## config.mk

```make
export PLATFORM = sky130hd
export DESIGN_NAME = vdlr_ctrl
export DESIGN_NICKNAME = d
export VERILOG_FILES = /design/src/rtl/vdlr_pkg.sv /design/src/rtl/vdlr_ctrl.sv
export SDC_FILE = /design/constraint.sdc
export NUM_CORES = 1
export LEC_CHECK = 0
export BUFFER_PORTS_ARGS = -buffer_cell sky130_fd_sc_hd__buf_2
export CAP_MARGIN = 20
export CORE_AREA = 2 2 39 41
export CTS_CLUSTER_SIZE = 16
export DETAILED_ROUTE_END_ITERATION = 8
export DIE_AREA = 0 0 41 43
export PLACE_DENSITY = 0.52
export REMOVE_ABC_BUFFERS = 1
export SLEW_MARGIN = 5
export SYNTH_ARGS = -nofsm -noshare
export SYNTH_HDL_FRONTEND = slang
export SYNTH_SLANG_ARGS = --single-unit
```

## constraint.sdc

```tcl
create_clock -name clk -period 1.4 [get_ports clk]
set_input_delay 0.28 -clock clk [delete_from_list [all_inputs] [get_ports clk]]
set_output_delay 0.28 -clock clk [all_outputs]
set_load 0.05 [all_outputs]
```

## src/rtl/vdlr_pkg.sv

```systemverilog
package vdlr_pkg;

  localparam logic [2:0] OP_MOVE   = 3'd0;
  localparam logic [2:0] OP_COLOUR = 3'd1;
  localparam logic [2:0] OP_DRAW   = 3'd2;
  localparam logic [2:0] OP_FADE   = 3'd3;
  localparam logic [2:0] OP_TICK   = 3'd4;
  localparam logic [2:0] OP_READ   = 3'd5;

  localparam logic [15:0] COLOUR_FULL = 16'hFFFF;
  localparam logic [31:0] WORD_WHITE  = 32'hFFFF_FFFF;
  localparam logic [31:0] WORD_RED    = 32'hFFFF_0000;
  localparam logic [7:0]  FADE_STEP   = 8'd8;

  typedef struct packed {
    logic accept;
    logic setup;
    logic step;
    logic clear;
    logic fade_rd;
    logic rd_px;
    logic emit;
  } vdlr_cmd_t;

  typedef struct packed {
    logic line_last;
    logic sweep_last;
    logic draw_on;
    logic fade_on;
  } vdlr_status_t;

endpackage

```

## src/rtl/vdlr_ctrl.sv

```systemverilog
module vdlr_ctrl (
  input  logic                  clk,
  input  logic                  rst_n,
  input  logic                  start,
  input  logic [2:0]            in_op,
  input  vdlr_pkg::vdlr_status_t st,
  output vdlr_pkg::vdlr_cmd_t    cmd,
  output logic                  busy,
  output logic                  out_valid
);

  typedef enum logic [2:0] {
    S_CLEAR, S_IDLE, S_SETUP, S_LINE, S_FADE, S_DRAIN, S_RD, S_EMIT
  } state_t;

  state_t state_r, state_nxt;
  logic   out_valid_r;
  logic   acc_w;

  assign busy      = (state_r != S_IDLE);
  assign out_valid = out_valid_r;
  assign acc_w     = start && (state_r == S_IDLE);

  always_comb begin
    cmd         = '0;
    cmd.accept  = acc_w;
    cmd.setup   = (state_r == S_SETUP);
    cmd.step    = (state_r == S_LINE);
    cmd.clear   = (state_r == S_CLEAR);
    cmd.fade_rd = (state_r == S_FADE);
    cmd.rd_px   = (state_r == S_RD);
    cmd.emit    = (state_r == S_EMIT);
  end

  always_comb begin
    state_nxt = state_r;
    unique case (state_r)
      S_CLEAR: if (st.sweep_last) state_nxt = S_IDLE;
      S_IDLE: begin
        if (acc_w) begin
          if (in_op == vdlr_pkg::OP_MOVE && st.draw_on) state_nxt = S_SETUP;
          else if (in_op == vdlr_pkg::OP_TICK && st.fade_on) state_nxt = S_FADE;
          else if (in_op == vdlr_pkg::OP_READ) state_nxt = S_RD;
          else state_nxt = S_EMIT;
        end
      end
      S_SETUP: state_nxt = S_LINE;
      S_LINE:  if (st.line_last) state_nxt = S_EMIT;
      S_FADE:  if (st.sweep_last) state_nxt = S_DRAIN;
      S_DRAIN: state_nxt = S_EMIT;
      S_RD:    state_nxt = S_EMIT;
      S_EMIT:  state_nxt = S_IDLE;
      default: state_nxt = S_IDLE;
    endcase
  end

  always_ff @(posedge clk) begin
    if (!rst_n) begin
      state_r     <= S_CLEAR;
      out_valid_r <= 1'b0;
    end else begin
      state_r     <= state_nxt;
      out_valid_r <= (state_r == S_EMIT);
    end
  end

`ifndef SYNTHESIS
  a_accept_busy: assert property (@(posedge clk) disable iff (!rst_n)
    acc_w |=> busy) else $error("accept did not raise busy");
  a_strobe_single: assert property (@(posedge clk) disable iff (!rst_n)
    out_valid_r |=> !out_valid_r) else $error("result strobe longer than one cycle");
  a_line_hold: assert property (@(posedge clk) disable iff (!rst_n)
    (state_r == S_LINE && !st.line_last) |=> state_r == S_LINE)
    else $error("line ended early");
  a_no_result_busy: assert property (@(posedge clk) disable iff (!rst_n)
    out_valid_r |-> !busy) else $error("result while busy");
`endif

endmodule

```

==> metrics list, run 1 <==
* Via count of the first global-routing pass: 348
- After layout, the worst path uses 99.1% of the clock period.
- For this run, design rule violations remaining after detail routing come to 0.
- Max Cap Violations: 0
- Among cell families on the critical path, the largest total delay comes from simple AND/OR/NAND/NOR gates.
- Logic depth of the worst setup path including buffers: 3
* Number of instances in the synthesized netlist: 44
* Initial antenna violation count: 0
* Worst hold-check path type: input pin to flip-flop
* RSZ-0062 raised after global routing: yes
* Reg-to-Reg Start: state_r[1]$_SDFFE_PN0P_
- Most frequent standard cell in the layout excluding fill and tap cells: buf_2
- Number of buffers on the longest clock path: 2
- Layout area overhead: 71.5%
- Setup WS pre-CTS: 54.0 ps
* Worst setup SP type: flip-flop
- In this run the number of H-tree levels came out at 1.
- After layout, the worst setup slack is 12.8 ps.
- Post-Synthesis Mean Instance Area: 7.99 µm²
- Unique masters post-synth: 29
- Estimated wirelength of the detail-placed design: 659 µm
* Pwr per Cell Area: 858 nW/µm²
- Die Ht: 43 µm
- For this configuration, the core starts out at a cell density of 25.4%.
- Global Route Usage Sum: 11.2%
* Ports placed on the boundary: 19
* Max-slew violation count: 0
- In the layout the commonest cells are buf_2, buf_4, buf_6, nor2b_1.
- Standard cell core area: 1380 µm²
* Ratio of cells with drive above 1 in the final layout: 60.9%
- Required time reported for the critical path endpoint: 1120 ps
- Sequential area share after synthesis: 22.8%
- TritonCTS built the clock tree.
* Clock transition at the registers of the reported paths: 40 ps
- Static leakage: 0.281 nW
- From left edge to right edge, the die measures 41 µm.
- Critical path class: flip-flop to output pin
- Buffer cell driving the clock tree root: clkbuf_4
* CTS Buf Count: 3
- Largest voltage drop on the vdd net: 0.395 mV
- Setup violations remaining at the end of the flow were counted as 0.
- The first routing iteration left 4 violations.
- Row Count: 14
- Worst-path maximum fanout: 7
* Final WL: 852 µm
- Post-Synthesis Cell Area: 352 µm²
- Once detail routing completed, the nets flagged for antenna violations numbered 0.
* Post-synth EDFFs: 0
* Slew at the pin with the worst max-slew slack: 247 ps
- The critical path ends at cmd[6].
- For this block, the via count after detailed routing is 405.
- Summed over all layers, the global routing overflow is 0.
* Number of buffer and inverter instances along the worst setup path: 1
- Capture instance of the worst register-to-register path: state_r[0]$_SDFFE_PN0P_
- Number of detailed-routing iterations run before antenna repair: 4
* Final critical path time including I/O delays and setup: 1390 ps
- Traced cell by cell, the critical path runs through nor3b_4, and2_4, buf_8.
* R2R cell count: 4
- The synthesized design contains 4 register bits.
- Vias per inst: 4.76
* Wire length of the first global-routing pass: 1.37 mm
- Hold Fails Final Rpt: 0
* Pin count of the biggest net entering global routing: 9
- The design draws 0.517 mW.
* Fillers: 137
* Area of the die: 1760 µm²
- RePlAce Congestion: 0.692
- The flow ran to the end, and the final reports show no timing, DRC or antenna violations.
- Max-slew headroom at the worst pin: 83.7%
* Startpoint of the tightest hold check path: rst_n
- Setup slack on the worst reg-to-reg path comes out at 40 ps.
- In the synthesized netlist the async set-or-reset flop fraction comes to 0%.
- Clock tree sinks: 4
* Nets: 81
- After detailed routing, the average wire length per cell comes to 10.0 µm.
- Critical path endpoint category: output pin
- Critical Path Slowest Stage Cell: dfxtp_4
* Worst setup path start: state_r[2]$_SDFFE_PN0P_
* Worst-case clock skew: 4.28 ps
* Yosys warns: 0
* Prevailing post-synth register cell: dfxtp_1
- Largest stage delay, worst path: 360 ps
* Antenna diodes: 0
* Port Buf Inserts: 18
- Worst Path Arrival: 1110 ps
* Max Clock Freq: 721 MHz
- The clock reaches the later pin of the worst-skew pair after 230 ps.
[layout make-up]
class	instances	area (µm²)	area share, %
Sequential cell	4	91.3	15.1
Multi-Input combinational cell	35	258	42.7
Tap cell	16	20.0	3.32
Inverter	1	3.75	0.622
Clock buffer	3	22.5	3.73
Timing Repair Buffer	26	208	34.4
[worst reg2reg max path, stage by stage, from the launching register on]
cell and delay, ps:
dfxtp_4 360, buf_4 150, or3_2 450, o31a_1 120
o21a_1 160
[per-layer routing]
metal / GRT usage, % / share of wire [%]
met4: 2.00 / 0
met2: 16.6 / 46
met3: 6.28 / 8.2
met5: 0 / 0
met1: 14.1 / 45
[what timing repair did]
action                     4_1_cts  5_1_grt
resized for setup               23        7
hold buffers                     0        0
setup endpoints to repair        8        9
setup buffers                    2        2
pin swaps                        2        0
[where the power goes]
part | switching (mW) | total, mW | internal, mW
registers | 0.0148 | 0.138 | 0.123
clock network | 0.0468 | 0.143 | 0.0959
logic | 0.126 | 0.237 | 0.110
[worst min path at each step]
| stage | slack [ps] | cells after the start | endpoint |
|---|---|---|---|
| floorplan | 400 | 1 | state_r[0]$_SDFFE_PN0P_ |
| global placement | 540 | 2 | out_valid$_SDFF_PN0_ |
| detailed placement | 540 | 2 | out_valid$_SDFF_PN0_ |
| CTS | 290 | 2 | out_valid$_SDFF_PN0_ |
| global route | 310 | 2 | out_valid$_SDFF_PN0_ |
| finish | 300 | 2 | out_valid$_SDFF_PN0_ |
[cell usage after synthesis, types with 2 or more instances]
cell type / instances / area, µm²
nor3b_1: 3 / 22.5
a21oi_1: 2 / 10.0
buf_4: 2 / 15.0
nor2b_1: 4 / 25.0
dfxtp_1: 4 / 80.1
nor3_1: 2 / 10.0
and2_1: 2 / 12.5
nor2_1: 4 / 15.0
[through the flow]
step	setup TNS, ps	cells	cell area, µm²	utilization (%)	hold slack, ps
after floorplan	-1820	40	320	-	397
after global placement	0	78	460	33.3	537
after detailed placement	0	78	460	33.3	538
after CTS	-14.6	83	568	41.0	289
after global routing	-124	85	603	43.6	307
final	0	85	603	43.6	300
[registers in the layout (all words and copies together) (netlist names)]
register	cells
out_valid	1
state_r	3
[cells by family (layout without fill, tap and decap cells)]
logic type      Yosys count  after routing  share of synthesized area, %
compound gates           10             10                          19.2
simple gates             24             24                          44.8
flops                     4              4                          22.8
mux                       1              1                          3.20
buf+inv                   5             30                          9.96
Power figures use the tool's default switching activity.
==> run 2, diff against run 1 <==
--- a/config.mk
+++ b/config.mk
@@ -12,7 +12,6 @@
 export DETAILED_ROUTE_END_ITERATION = 8
 export DIE_AREA = 0 0 41 43
 export PLACE_DENSITY = 0.52
-export REMOVE_ABC_BUFFERS = 1
 export SLEW_MARGIN = 5
 export SYNTH_ARGS = -nofsm -noshare
 export SYNTH_HDL_FRONTEND = slang
==> metrics list, run 2 (synthesis gave the netlist of run 1 again) <==
- The number of flip-flops in the largest register was 3 (unchanged).
- The maximum fanout along the worst path came to 6 (was 7).
- RSZ-0062 raised after global routing: yes (unchanged).
- The worst voltage drop across the vdd grid was 0.346 mV (was 0.395 mV).
- The arrival time of the worst setup path came to 1140 ps (was 1110 ps).
* Worst skew pair latency: 230 ps (about the same)
* ANT nets after route: 0 (unchanged)
* Post-layout instance count excluding filler cells: 88 (was 85)
- Largest Register: state_r (unchanged)
* Port Buf Inserts: 18 (unchanged)
- The hold violation count in the final report was 0 (unchanged).
* Post-Place Cells: 80 (was 78)
- Max-slew headroom at the worst pin: 83.7% (about the same)
* Max-slew violation count: 0 (unchanged)
- Chip Width: 41 µm (unchanged)
- The number of nets in the layout came to 84 (was 81).
* Row Count: 14 (unchanged)
- The summed negative setup slack over all endpoints was -22.1 ps (was 0 ps).
- The total power of the final layout was 0.539 mW (was 0.517 mW).
* Area of the die: 1760 µm² (unchanged)
- Share of power burned in registers: 25.8% (was 26.7%)
- Failing checks: negative setup slack
- Clock tree sinks: 4 (unchanged)
* Proportion of total power due to net switching: 36.0% (was 36.4%)
- The starting density of the core was 25.4% (unchanged).
* Ports placed on the boundary: 19 (unchanged)
* Number of buffers on the longest clock path: 2 (unchanged)
* Clock transition at the registers of the reported paths: 30 ps (was 40 ps)
* Reg-to-Reg Start: state_r[1]$_SDFFE_PN0P_ (unchanged)
- The number of global-route vias before repair came to 331 (was 348).
- The area taken by flip-flops and latches is 91.3 µm² (unchanged).
- Antenna diodes: 0 (unchanged)
- The switching power of the nets was 0.194 mW (was 0.188 mW).
* Estimated wirelength of the detail-placed design: 648 µm (was 659 µm)
- Ratio of cells with drive above 1 in the final layout: 63.9% (was 60.9%)
* Number of vias after detailed routing: 412 (was 405)
* Vias per inst: 4.68 (was 4.76)
- The number of stages on the worst hold path came to 2 (unchanged).
* Top delay family on crit path: flip-flops (was simple AND/OR/NAND/NOR gates)
- Worst setup slack after layout: -22.1 ps (was 12.8 ps)
- Max Cap Violations: 0 (unchanged)
- Critical path class: flip-flop to output pin (unchanged)
- The category of the worst setup path capture point is an output pin (unchanged).
- The total length of routed wires is 986 µm (was 852 µm).
- The detailed-routing iteration count for the pre-antenna-repair pass was 4 (unchanged).
- The type of the worst min-delay path was input pin to flip-flop (unchanged).
- TritonCTS clock tree: yes (unchanged)
- The worst stage delay on the critical path came to 380 ps (was 360 ps).
- Buffer cell driving the clock tree root: clkbuf_4 (unchanged)
- The post-detailed-route wirelength per cell is 11.2 µm (was 10.0 µm).
- Required time reported for the critical path endpoint: 1120 ps (about the same)
* DRC viols: 0 (unchanged)
* R2R cell count: 4 (unchanged)
* Hold Slack: 294 ps (was 300 ps)
- The end of the worst register-to-register path was state_r[0]$_SDFFE_PN0P_ (unchanged).
- The sort of element at the start of the critical path is a flip-flop (unchanged).
* Critical-path cell list: buf_4, nor3b_4, buf_6 (was nor3b_4, and2_4, buf_8)
- CTS Buf Count: 3 (unchanged)
* Clk network pwr share: 25.2% (was 27.6%)
- The period utilization was 102% (was 99.1%).
* Worst-case register-to-register setup slack: 60 ps (was 40 ps)
- Fillers: 142 (was 137)
* Internal: 0.345 mW (was 0.329 mW)
- Setup WS pre-CTS: -2.05 ps (was 54.0 ps)
- The final core utilization came to 46.7% (was 43.6%).
- Static leakage: 0.299 nW (was 0.281 nW)
- Startpoint of the tightest hold check path: rst_n (unchanged)
- The final design area excluding fillers was 647 µm² (was 603 µm²).
* Count of endpoints failing setup in the final report: 1 (was 0)
- Standard cell core area: 1380 µm² (unchanged)
* RePlAce Congestion: 0.711 (was 0.692)
- The residual overflow from global routing was 0 (unchanged).
* Max Clock Freq: 703 MHz (was 721 MHz)
* Placed cell area: 499 µm² (was 460 µm²)
- Worst-case clock skew: 0.414 ps (was 4.28 ps)
- The aggregate global-route resource usage was 10.5% (was 11.2%).
- Maximum level of the CTS H-tree: 1 (unchanged)
* Area used by multi-input combinational logic: 275 µm² (was 258 µm²)
- The number of nets handed over by synthesis was 54.
* Hold-critical path endpoint: state_r[0]$_SDFFE_PN0P_ (was out_valid$_SDFF_PN0_)
* Final critical path time including I/O delays and setup: 1420 ps (was 1390 ps)
- The die outline height was 43 µm (unchanged).
* Combinational power share: 49.0% (was 45.7%)
- The maximum number of pins on one net before global-route repair is 14 (was 9).
- Pwr per Cell Area: 834 nW/µm² (was 858 nW/µm²)
* Layout area overhead: 84.0% (was 71.5%)
* Number of buffer and inverter instances along the worst setup path: 2 (was 1)
- Post-cts hold buffer count: 0 (unchanged)
- The transition at the pin with the smallest max-transition slack is 246 ps (was 247 ps).
* Initial antenna violation count: 0 (unchanged)
- Leading cell types in the layout, fill and taps excluded: buf_2, buf_4, buf_6, nor2b_1 (unchanged)
* Status: finished with violations (was finished, final reports clean)
* Starting DRC count in detailed routing: 3 (was 4)
- Critical Path Slowest Stage Cell: dfxtp_4 (unchanged)
* Wire length of the first global-routing pass: 1.28 mm (was 1.37 mm)
run 2: cell types whose count changed in the layout (fill, tap and decap cells not counted):
| cell | before | now |
|---|---|---|
| nor3_2 | 0 | 1 |
| buf_6 | 6 | 7 |
| nor3b_4 | 1 | 3 |
| buf_4 | 8 | 10 |
| nor3_1 | 2 | 1 |
| nor3b_2 | 2 | 0 |
run 2: layout make-up:
type / instances / share of cell area (%)
Inverter: 1 / 0.580
Sequential cell: 4 / 14.1
Timing Repair Buffer: 29 / 36.2
Multi-Input combinational cell: 35 / 42.6
Tap cell: 16 / 3.09
Clock buffer: 3 / 3.48
run 2: what timing repair did:
action | in CTS | in global routing
resized for setup | 21 | 12
gates cloned | 0 | 0
setup buffers | 0 | 5
setup endpoints to repair | 8 | 7
pin swaps | 2 | 2
run 2: worst max path at each step:
stage / from / endpoint / cells past startpoint
6_report: state_r[1]$_SDFFE_PN0P_ / cmd[5] / 3
5_1_grt: state_r[1]$_SDFFE_PN0P_ / cmd[5] / 3
3_3_place_gp: state_r[1]$_SDFFE_PN0P_ / cmd[0] / 2
2_1_floorplan: state_r[1]$_SDFFE_PN0P_ / cmd[5] / 2
4_1_cts: state_r[1]$_SDFFE_PN0P_ / cmd[6] / 3
3_5_place_dp: state_r[1]$_SDFFE_PN0P_ / cmd[0] / 2
run 2: per-layer routing:
layer  part of all wire (%)  vias to the layer above  global-route usage, %
li1                       -                      214                      -
met1                     42                      187                   12.9
met2                     53                       11                   15.3
met3                    4.9                        0                   2.09
met4                      0                        0                   8.00
met5                      0                        -                      0
run 2: power by group through the flow:
stage	registers, mW	logic, mW	clock network [mW]
after floorplan	0.131	0.161	0
after global placement	0.144	0.199	0
after detailed placement	0.143	0.199	0
after CTS	0.145	0.222	0.146
after global routing	0.141	0.280	0.151
final	0.139	0.264	0.136
